## src/rtl/core/d2f_rd_pkg.sv

```systemverilog
package d2f_rd_pkg;

  localparam int unsigned DblWidth  = 64;
  localparam int unsigned FltWidth  = 32;
  localparam logic [10:0] DblExpAll = 11'h7ff;
  localparam logic [11:0] ExpOffset = 12'd896;   // 1023 - 127
  localparam logic [11:0] FltExpMax = 12'd254;
  localparam logic [22:0] FltMantAll = 23'h7fffff;
  localparam logic [31:0] FltMinNeg = 32'h80800000;

  // Result of one conversion
  typedef struct packed {
    logic [FltWidth-1:0] float_bits;
    logic                status;
  } d2f_res_t;

  // Convert one double pattern, rounding toward minus infinity
  function automatic d2f_res_t d2f_convert(logic [DblWidth-1:0] v);
    d2f_res_t    r;
    logic        neg;
    logic [10:0] dexp;
    logic [51:0] mant;
    logic [11:0] fexp;
    logic [22:0] m23;
    logic        rem_nz;
    logic [30:0] mag;
    neg    = v[63];
    dexp   = v[62:52];
    mant   = v[51:0];
    m23    = mant[51:29];
    rem_nz = |mant[28:0];
    fexp   = {1'b0, dexp} - ExpOffset;
    mag    = {fexp[7:0], m23};
    r.float_bits = '0;
    r.status     = 1'b0;
    if (dexp == DblExpAll) begin
      r.status = 1'b1;
    end else if ({1'b0, dexp} <= ExpOffset) begin
      if (neg && (dexp != 11'd0 || mant != 52'd0)) r.float_bits = FltMinNeg;
    end else if (fexp > FltExpMax) begin
      r.status = 1'b1;
    end else if (fexp == FltExpMax && m23 == FltMantAll && rem_nz) begin
      r.status = 1'b1;
    end else if (neg) begin
      r.float_bits = {1'b1, mag + {30'd0, rem_nz}};
    end else begin
      r.float_bits = {1'b0, mag};
    end
    return r;
  endfunction

endpackage

```

## src/rtl/core/d2f_rd_stage.sv

```systemverilog
module d2f_rd_stage (
  input  logic                              clk_i,
  input  logic                              rst_ni,
  input  logic                              valid_i,
  output logic                              ready_o,
  input  logic [d2f_rd_pkg::DblWidth-1:0]   value_bits_i,
  output logic                              valid_o,
  input  logic                              ready_i,
  output d2f_rd_pkg::d2f_res_t              res_o
);
  import d2f_rd_pkg::*;

  logic     in_valid_q;
  logic [DblWidth-1:0] in_data_q;
  logic     out_valid_q;
  d2f_res_t out_q, out_d;
  logic     adv_out, adv_in;

  // Advance when the result register is free or being drained
  assign adv_out = in_valid_q && (!out_valid_q || ready_i);
  assign adv_in  = !in_valid_q || adv_out;
  assign ready_o = adv_in;
  assign out_d   = d2f_convert(in_data_q);

  // Hold the input word
  always_ff @(posedge clk_i or negedge rst_ni) begin
    if (!rst_ni) begin
      in_valid_q <= 1'b0;
    end else if (adv_in) begin
      in_valid_q <= valid_i;
    end
  end

  always_ff @(posedge clk_i) begin
    if (adv_in && valid_i) in_data_q <= value_bits_i;
  end

  // Hold the result word until taken
  always_ff @(posedge clk_i or negedge rst_ni) begin
    if (!rst_ni) begin
      out_valid_q <= 1'b0;
    end else if (adv_out) begin
      out_valid_q <= 1'b1;
    end else if (ready_i) begin
      out_valid_q <= 1'b0;
    end
  end

  always_ff @(posedge clk_i) begin
    if (adv_out) out_q <= out_d;
  end

  assign valid_o = out_valid_q;
  assign res_o   = out_q;
endmodule

```

## src/rtl/core/double_to_float_round_down_core.sv

```systemverilog
// Channel | Direction | Signals
// input   | in        | valid_i, ready_o, value_bits_i[63:0]
// output  | out       | valid_o, ready_i, float_bits_o[31:0], status_o
//
// Two registers lie in the path: input register, then result register.
// One word is taken every cycle while the output side keeps up.
// Reset clears both valid flags; data registers are not reset.
// A stall on the output holds the result and fills the input register.
module double_to_float_round_down_core (
  input  logic        clk_i,
  input  logic        rst_ni,
  input  logic        valid_i,
  output logic        ready_o,
  input  logic [63:0] value_bits_i,
  output logic        valid_o,
  input  logic        ready_i,
  output logic [31:0] float_bits_o,
  output logic        status_o
);
  import d2f_rd_pkg::*;

  d2f_res_t res;

  d2f_rd_stage u_stage (
    .clk_i       (clk_i),
    .rst_ni      (rst_ni),
    .valid_i     (valid_i),
    .ready_o     (ready_o),
    .value_bits_i(value_bits_i),
    .valid_o     (valid_o),
    .ready_i     (ready_i),
    .res_o       (res)
  );

  assign float_bits_o = res.float_bits;
  assign status_o     = res.status;
endmodule
```

## config.mk

```make
export PLATFORM = sky130hd
export DESIGN_NAME = double_to_float_round_down_core
export DESIGN_NICKNAME = d
export VERILOG_FILES = /design/src/rtl/core/d2f_rd_pkg.sv /design/src/rtl/core/d2f_rd_stage.sv /design/src/rtl/core/double_to_float_round_down_core.sv
export SDC_FILE = /design/constraint.sdc
export NUM_CORES = 1
export LEC_CHECK = 0
export ABC_AREA = 0
export BUFFER_PORTS_ARGS = -buffer_cell sky130_fd_sc_hd__buf_2
export CAP_MARGIN = 20
export CORE_MARGIN = 4
export CORE_UTILIZATION = 50
export CTS_BUF_LIST = sky130_fd_sc_hd__clkbuf_2
export CTS_CLUSTER_DIAMETER = 200
export CTS_CLUSTER_SIZE = 8
export DETAILED_ROUTE_END_ITERATION = 16
export PLACE_DENSITY_LB_ADDON = 0.3
export SLEW_MARGIN = 30
export SYNTH_ARGS = -nofsm -noshare
export SYNTH_HDL_FRONTEND = slang
export SYNTH_SLANG_ARGS = --single-unit
```

## constraint.sdc

```tcl
create_clock -name clk_i -period 6.5 [get_ports clk_i]
set_clock_uncertainty 0.1 [all_clocks]
set_input_delay 0 -clock clk_i [delete_from_list [all_inputs] [get_ports clk_i]]
set_output_delay 0 -clock clk_i [all_outputs]
set_load 0.02 [all_outputs]
```

* Yosys cells after proc, flatten, opt, wreduce, memory -nomap -nowiden
Cells that the tools add are included.
Storage, ports and cells: register bits after elaboration 99, bits in latches 0, memory bits (writable) 0, bits in read-only memories 0, input port bits 68, output and inout port bits 35, memories 0
Cells by class: add/subtract/negate cells 2, multipliers 0, div/mod/pow operators 0, magnitude comparators 2, equal/unequal tests 3, shifts and indexed selects 0, muxes and demuxes 10, bitwise gates (word level) 0, reduce and logical (&&, ||, !) cells 14
Operators with widths (count):
- 32-bit 2-to-1 mux | 5
- 52-bit nonzero test | 1
- 31-bit by 1-bit adder with 31-bit output | 1
- 29-bit OR reduction | 1
- 23-bit equality test (second input constant) | 1
- 12-bit by 8-bit equality test with 1-bit output (second input constant) | 1
- 12-bit by 8-bit greater-than comparator with 1-bit output (second input constant) | 1
- 11-bit by 10-bit subtractor with 12-bit output (second input constant) | 1
- 11-bit equality test (second input constant) | 1
- 11-bit by 10-bit less-or-equal comparator with 1-bit output (second input constant) | 1
- 11-bit nonzero test | 1
- 1-bit logical AND | 5
- 1-bit 2-to-1 mux | 5
- 1-bit logical OR | 3
- 1-bit zero test | 2
- 2-bit nonzero test | 1

* Longest topological paths before layout
Gate-level depths: netlist (run 1).
word-level depth 7, mapped depth 12, mapped depth without buffers 12

* Worst setup path before layout (run 1)
Ideal clock, no wire load.
kind register -> register, start point reg u_stage.out_valid_q (netlist: u_stage.valid_o), end point reg u_stage.in_data_q[0], enable pin, library setup time 429 ps, arrival time 2289 ps, path slack 3682 ps, stages on the path, launching flop included 3, path buffers 0, period minus slack after synthesis 2818 ps, path through dfrtp_1 > nand3b_1 > and2_1
On the way: cells in the longest elaborated chain, start to end 5
Ends and longest elaborated chain:
- start, declared | RTL line d2f_rd_stage.sv:15 | logic out_valid_q;
- start signal, assigned | RTL line d2f_rd_stage.sv:41 | out_valid_q <= 1'b0;
- start signal, assigned | RTL line d2f_rd_stage.sv:43 | out_valid_q <= 1'b1;
- start signal, assigned | RTL line d2f_rd_stage.sv:45 | out_valid_q <= 1'b0;
- 1-bit zero test | RTL line d2f_rd_stage.sv:20 | assign adv_out = in_valid_q && (!out_valid_q || ready_i);
- 1-bit logical OR | RTL line d2f_rd_stage.sv:20
- 1-bit logical AND | RTL line d2f_rd_stage.sv:20
- 1-bit logical OR | RTL line d2f_rd_stage.sv:21 | assign adv_in = !in_valid_q || adv_out;
- via ready_o | RTL line double_to_float_round_down_core.sv:13 | output logic ready_o,
- 1-bit logical AND | RTL line d2f_rd_stage.sv:35 | if (adv_in && valid_i) in_data_q <= value_bits_i;
- end signal, assigned | RTL line d2f_rd_stage.sv:35
- end, declared | RTL line d2f_rd_stage.sv:14 | logic [DblWidth-1:0] in_data_q;
The timed path passes the listed nets, and every way through them passes these cells. A chain may end at the register's enable or synchronous reset.

* Worst setup path after layout (run 1)
start point reg u_stage.in_data_q[4], end point reg u_stage.out_q (netlist bit u_stage.res_o[19]) (data pin)
On the way: cells in the longest elaborated chain, start to end 6, elaborated cells on any way between the ends 7, those cells by class add/sub (1); mux (4); reduce/logical (2)
Ends and longest elaborated chain:
- 29-bit OR reduction (*) | RTL line d2f_rd_pkg.sv:31 | rem_nz = |mant[28:0];
- 31-bit by 1-bit adder with 31-bit output | RTL line d2f_rd_pkg.sv:45 | r.float_bits = {1'b1, mag + {30'd0, rem_nz}};
- 32-bit 2-to-1 mux | RTL line d2f_rd_pkg.sv:44 | end else if (neg) begin
- 32-bit 2-to-1 mux (*) | RTL line d2f_rd_pkg.sv:42 | end else if (fexp == FltExpMax && m23 == FltMantAll && rem_nz) begin
- 32-bit 2-to-1 mux (*) | RTL line d2f_rd_pkg.sv:40 | end else if (fexp > FltExpMax) begin
- 32-bit 2-to-1 mux (*) | RTL line d2f_rd_pkg.sv:38 | end else if ({1'b0, dexp} <= ExpOffset) begin
- end signal, assigned | RTL line d2f_rd_stage.sv:50 | if (adv_out) out_q <= out_d;
- end, declared | RTL line d2f_rd_stage.sv:16 | d2f_res_t out_q, out_d;
Every way passes the cells marked *; elsewhere a longest branch is shown, timed or not.

==> reports/results.ini, run 1 <==
[sta]
hold_viol_final=0
rsz0062_at_grt=false
fin_crit_ns=2.79
max_freq_mhz=358
tns_ns=0
worst_slack_ns=3.71
period_share_pct=43.0
slew_viol_final=0
tightest_slew_ns=0.782
setup_viol=0
whs_ns=0.0581
maxSlewHeadroom_pct=47.9

[routing]
vias=2812
dr.pass1.iters=4
routedWlPerCell_um=15.1
wirelength_mm=8.43
dr.first_iter.drc_count=131
drc=0
drtAntennaViolNets=0
viasPerCell=5.02

[layout]
areaGrowthSynthToFinish_pct=34.8
fin_area_mm2=0.00545
fin_nets=523
layout-drive-gt1-share_pct=27.4
final_cells=560

[floorplan]
core_mm2=0.00781
die_w_um=97.9
row_count=32
die_area_mm2=0.00958
ios=103
die_y_um=97.9
start_util_pct=51.7

[global_routing]
met2_usage_pct=32.7
use_met1_pct=19.5
overflow=0
grt_busiest_layer=met2
grt_max_degree=65
grtUsageTotal_pct=17.8
grt_pass1_vias=2916
use_met3_pct=3.86
grt_first_pass_wirelength_mm=13.5
antenna_found_initial=1

[worst_hold_path]
hp-start=value_bits_i[44]
hold_depth=2
min_path_type=in -> reg
hold_end=u_stage.in_data_q[44]$_DFFE_PP_

[clocking]
ctsResizeCount=0
clk_latency_ns=0.53
cts_tree=built
cts_max_level=3
cts_buffer_depth=2
clkSinkCount=99
root_buffer=clkbuf_2
clk_pin_slew_ns=0.27
cts_buffers=9

[power_and_ir_drop]
p_clk_share_pct=22.9
peakVddDrop_mv=0.129
pwr-share-comb_pct=12.2
p_seq_share_pct=64.9
switching_share_pct=23.8
p_per_area_mw_per_mm2=221
p_sw_uw=285
power.leakage_uw=0.00207
p_int_uw=916

[critical_path]
critPathKind=reg -> reg
r2r-start=u_stage.in_data_q[4]$_DFFE_PP_
cp_slowest_cell=edfxtp_1
crit_required_ns=6.68
crit_arrival_ns=2.98
start_kind=flop
critPathMaxFanout=7
r2r_slack_ns=3.71
cp_common_cell=nor2_1
r2r_cells=12
crit_chain=nor4_1, nand4_1, nor2_1, inv_1, ha_1, ha_1, nand2_1, nor2_1, and2_1, nand2_1, xor2_1, nor2_1
cp-end-kind=flop
slowest_delay_ns=0.44
r2r-end=u_stage.res_o[19]$_SDFFCE_PP0P_

[place]
placed_area_mm2=0.00465
dp_cells=474
gp_congestion=0.875
io_buffer_count=102
place_hpwl_mm=5.14
post-place-ws_ns=3.65

[job]
maxCapViolations=0

[logic_synthesis]
ys_ff_latch=99
yosysTopAreaCell=edfxtp_1
synthesis.nets=344
yosysWarnings=0
synth_area_mm2=0.00404
avgSynthCellArea_um2=14.8
synth.yosys.seq_area_share_pct=73.3
syn_inst=273
ys_types=34
synth.top_cells.by_area=edfxtp_1 72%, xor2_1 4.6%, nor2_1 3.6%, nor4_1 2.3%, nand4_1 2.2%
netlist.area_leader.share_pct=72.1

[run_status]
outcome=complete, no violations

## area by class of cell
cell class	count	area, µm²
Multi-Input combinational cell	164	1010
Sequential cell	99	2960
Clock buffer	12	60.1
Fill cell	565	2360
Clock inverter	4	43.8
Timing Repair Buffer	173	1220
Tap cell	102	128
Antenna cell	1	2.50
Inverter	5	18.8
## cell families after synthesis
family	share of synthesized area, %
adders and majority gates	0.929
buffers and inverters	1.61
AOI/OAI and AO/OA	2.32
and+or+nand+nor	15.2
DFF	73.3
xor gates and xnor gates	6.07
muxes	0.496
## worst max path at each step
stage	endpoint	cells after the start	start
finish	u_stage.res_o[19]$_SDFFCE_PP0P_	12	u_stage.in_data_q[4]$_DFFE_PP_
global route	u_stage.res_o[19]$_SDFFCE_PP0P_	12	u_stage.in_data_q[4]$_DFFE_PP_
CTS	u_stage.res_o[19]$_SDFFCE_PP0P_	12	u_stage.in_data_q[15]$_DFFE_PP_
detailed placement	u_stage.res_o[15]$_SDFFCE_PP0P_	12	u_stage.in_data_q[15]$_DFFE_PP_
global placement	u_stage.res_o[15]$_SDFFCE_PP0P_	12	u_stage.in_data_q[1]$_DFFE_PP_
floorplan	u_stage.in_data_q[0]$_DFFE_PP_	2	u_stage.valid_o$_DFFE_PN0P_
## power by group through the flow
stage / registers (µW) / logic, µW / clock network, µW
global route: 784 / 160 / 307
global placement: 791 / 112 / 0
finish: 779 / 147 / 275
floorplan: 810 / 47.9 / 0
detailed placement: 793 / 114 / 0
CTS: 778 / 146 / 280
## synth_stat cells
| cell type | n |
|---|---|
| nand2_1 | 15 |
| nand3b_1 | 1 |
| and3b_1 | 1 |
| mux2i_1 | 2 |
| ha_1 | 3 |
| o311ai_4 | 1 |
| nor3b_1 | 1 |
| nand3_1 | 11 |
| a21oi_1 | 2 |
| o21bai_1 | 2 |
| inv_1 | 5 |
| nor4_1 | 15 |
| buf_2 | 1 |
| a21o_1 | 1 |
| and2_1 | 5 |
| buf_4 | 1 |
| o21ai_0 | 1 |
| nand4_1 | 14 |
| o22ai_1 | 1 |
| and4_1 | 3 |
| edfxtp_1 | 97 |
| nor2_1 | 39 |
| nand2_2 | 1 |
| xor2_1 | 21 |
| dfrtp_1 | 2 |
| xnor2_1 | 7 |
| buf_6 | 3 |
| a21o_4 | 1 |
| or2_2 | 1 |
| and3_1 | 5 |
| nand2b_1 | 4 |
| o311ai_0 | 1 |
| nor2_2 | 1 |
| nor3_1 | 4 |
## critical path: cells and delay by family (launching register included)
| family | cells | cell delay, ns |
|---|---|---|
| AND/OR/NAND/NOR | 8 | 1.40 |
| flip-flops | 1 | 0.44 |
| buffers and inverters | 1 | 0.09 |
| adder cells (fa/ha/maj) | 2 | 0.41 |
| XOR/XNOR | 1 | 0.15 |
## cell usage in the layout, fill, tap and decap left out, drive strengths merged, types with 2 or more instances in the layout
master and n:
buf 104, edfxtp 97, dlygate4sd3 69, nor2 40, xor2 21, nand2 16
nor4 15, nand4 14, clkbuf 12, nand3 11, xnor2 7, inv 5
and3 5, and2 5, nor3 4, nand2b 4, and4 3, ha 3
clkinv 3, mux2i 2, a21oi 2, o21bai 2, dfrtp 2, a21o 2
o311ai 2
## through the flow
stage,power [µW],utilization (%)
after floorplan,858,-
after global placement,904,59.5
after detailed placement,907,59.5
after CTS,1200,69.7
after global routing,1250,69.7
final,1200,69.7
## registers in the layout, indices dropped and copies added (netlist names)
signal / cells
u_stage.in_valid_q: 1
u_stage.res_o: 33
u_stage.valid_o: 1
u_stage.in_data_q: 64
## per-layer routing
layer	routed length [µm]	part of all wire, %
met1	3130	37
met2	4550	54
met3	549	6.5
met4	201	2.4
met5	0	0
## timing repair
item,in CTS,in global routing
hold buffers,69,0
hold endpoints to repair,68,0
setup buffers,0,0
Note: power is estimated with default switching activity, not from simulation.
==> run 2: changes to the inputs <==
Clock period 6.5 ns to 2.7 ns, I/O delays scaled along.
==> reports/results.ini, run 2 (same netlist as run 1, synthesis figures left out) <==
[clocking]
cts_buffers=9
root_buffer=clkbuf_2
clkSinkCount=99
cts_max_level=3
cts_tree=built
cts_buffer_depth=2
clk_pin_slew_ns=0.24
clk_latency_ns=0.51

[sta]
max_freq_mhz=396
fin_crit_ns=2.53
setup_viol=0
period_share_pct=93.5
tns_ns=0
rsz0062_at_grt=false
maxSlewHeadroom_pct=61.9
hold_viol_final=0
tightest_slew_ns=0.571
slew_viol_final=0

[global_routing]
antenna_found_initial=0
grt_pass1_vias=2943
overflow=0
grt_first_pass_wirelength_mm=13.7
grt_max_degree=42
grtUsageTotal_pct=18.0

[critical_path]
crit_arrival_ns=2.75
crit_chain=nor4_2, nand4_1, nor2_2, inv_1, ha_1, ha_1, nand2_2, nor4_1, and4_1, nand3_1, xor2_1, nor2_1
cp-end-kind=flop
slowest_delay_ns=0.43
crit_required_ns=2.92
cp_slowest_cell=edfxtp_1
start_kind=flop
cp_num_buf_inv=1
crit_family=simple AND/OR/NAND/NOR gates
critPathKind=reg -> reg
cp_common_cell=ha_1
critPathMaxFanout=3

[routing]
top_layer=met4
wl_met1_mm=3.14
routedWlPerCell_um=14.9
vias=2847
wl_met3_um=470
dr_wl_met2_mm=4.62
dr.first_iter.drc_count=126
drtAntennaViolNets=0
dr.pass1.iters=4
drc=0
viasPerCell=5.07
wirelength_mm=8.38

[floorplan]
die_y_um=97.9
start_util_pct=51.7
core_mm2=0.00781
die_w_um=97.9
die_area_mm2=0.00958
ios=103
row_count=32

[layout]
antennaDiodeCount=0
mostFrequentLayoutCells=102 x buf_2, 97 x edfxtp_1, 69 x dlygate4sd3_1
top_register=u_stage.in_data_q
layout-drive-gt1-share_pct=29.8
final_common_cell=buf_2
largest_register_ffs=64
fin_nets=526
final_cells=562
areaGrowthSynthToFinish_pct=36.3
fillers=557

[place]
gp_congestion=0.873
dp_cells=477
io_buffer_count=102
place_hpwl_mm=5.39

[job]
maxCapViolations=0

[power_and_ir_drop]
peakVddDrop_mv=0.380
p_per_area_mw_per_mm2=512
power.leakage_uw=0.00208

[run_status]
outcome=complete, no violations

[worst_hold_path]
min_path_type=in -> reg

-- run 2: cell types whose count changed in the layout (fill, tap and decap cells not counted), moves of 2 or more --
cell and change:
nor4_1 -6, nor4_2 +6, buf_4 +2, clkinv_2 -2, clkinvlp_4 +2, nor2_1 -2
nor2_2 +2
-- run 2: repair_timing --
item                       CTS  global route
gates resized for setup      1             8
hold buffers                69             0
setup buffers                0             0
hold endpoints to repair    68             0
pin swaps                    0             4
setup endpoints to repair    1             7
-- run 2: report_power, final --
group,internal (µW),total (µW),leakage (µW),switching (µW)
sequential,1810,1880,0.000967,63.5
combinational,175,360,0.00105,185
clock,131,582,0.0000558,451
-- run 2: worst register-to-register path, stage by stage (launching register included) --
cell and delay, ns:
edfxtp_1 0.43, nor4_2 0.30, nand4_1 0.15, nor2_2 0.17, inv_1 0.06, ha_1 0.19
ha_1 0.21, nand2_2 0.11, nor4_1 0.06, and4_1 0.25, nand3_1 0.11, xor2_1 0.15
nor2_1 0.05
-- run 2: path summary, 6_finish.rpt --
kind | cells past startpoint | slack, ns | from | endpoint
setup / recovery | 12 | 0.17 | u_stage.in_data_q[15]$_DFFE_PP_ | u_stage.res_o[29]$_SDFFCE_PP0P_
hold / removal | 2 | 0.06 | value_bits_i[40] | u_stage.in_data_q[40]$_DFFE_PP_
setup reg to reg | 12 | 0.17 | u_stage.in_data_q[15]$_DFFE_PP_ | u_stage.res_o[29]$_SDFFCE_PP0P_
hold reg to reg | 1 | 0.45 | u_stage.in_valid_q$_DFFE_PN0N_ | u_stage.valid_o$_DFFE_PN0P_
max in group asynchronous | 3 | 2.12 | rst_ni | u_stage.in_valid_q$_DFFE_PN0N_
min in group asynchronous | 3 | 0.26 | rst_ni | u_stage.valid_o$_DFFE_PN0P_
-- run 2: area by class of cell --
| type | count | area (µm²) | share of cell area [%] |
|---|---|---|---|
| Clock inverter | 4 | 27.5 | 0.500 |
| Sequential cell | 99 | 2960 | 53.8 |
| Multi-Input combinational cell | 164 | 1060 | 19.2 |
| Timing Repair Buffer | 176 | 1250 | 22.7 |
| Tap cell | 102 | 128 | 2.32 |
| Inverter | 5 | 18.8 | 0.341 |
| Clock buffer | 12 | 60.1 | 1.09 |
-- run 2: per-layer routing --
metal | GRT usage (%) | up-vias
met4 | 6.50 | 0
li1 | - | 1391
met3 | 3.50 | 14
met1 | 20.0 | 1351
met5 | 0 | -
met2 | 34.1 | 91
-- run 2: metrics by stage --
step	utilization (%)	hold slack, ns	total power (µW)	area, µm²	setup slack [ns]
finish	70.5	0.0599	2820	5510	0.174
global route	70.5	0.0216	2940	5510	0.0150
CTS	70.0	0.0269	2820	5470	0.0161
detailed placement	60.0	-0.307	2190	4680	0.0455
global placement	60.0	-0.314	2180	4680	0.130
floorplan	-	-0.396	2060	4040	0.276
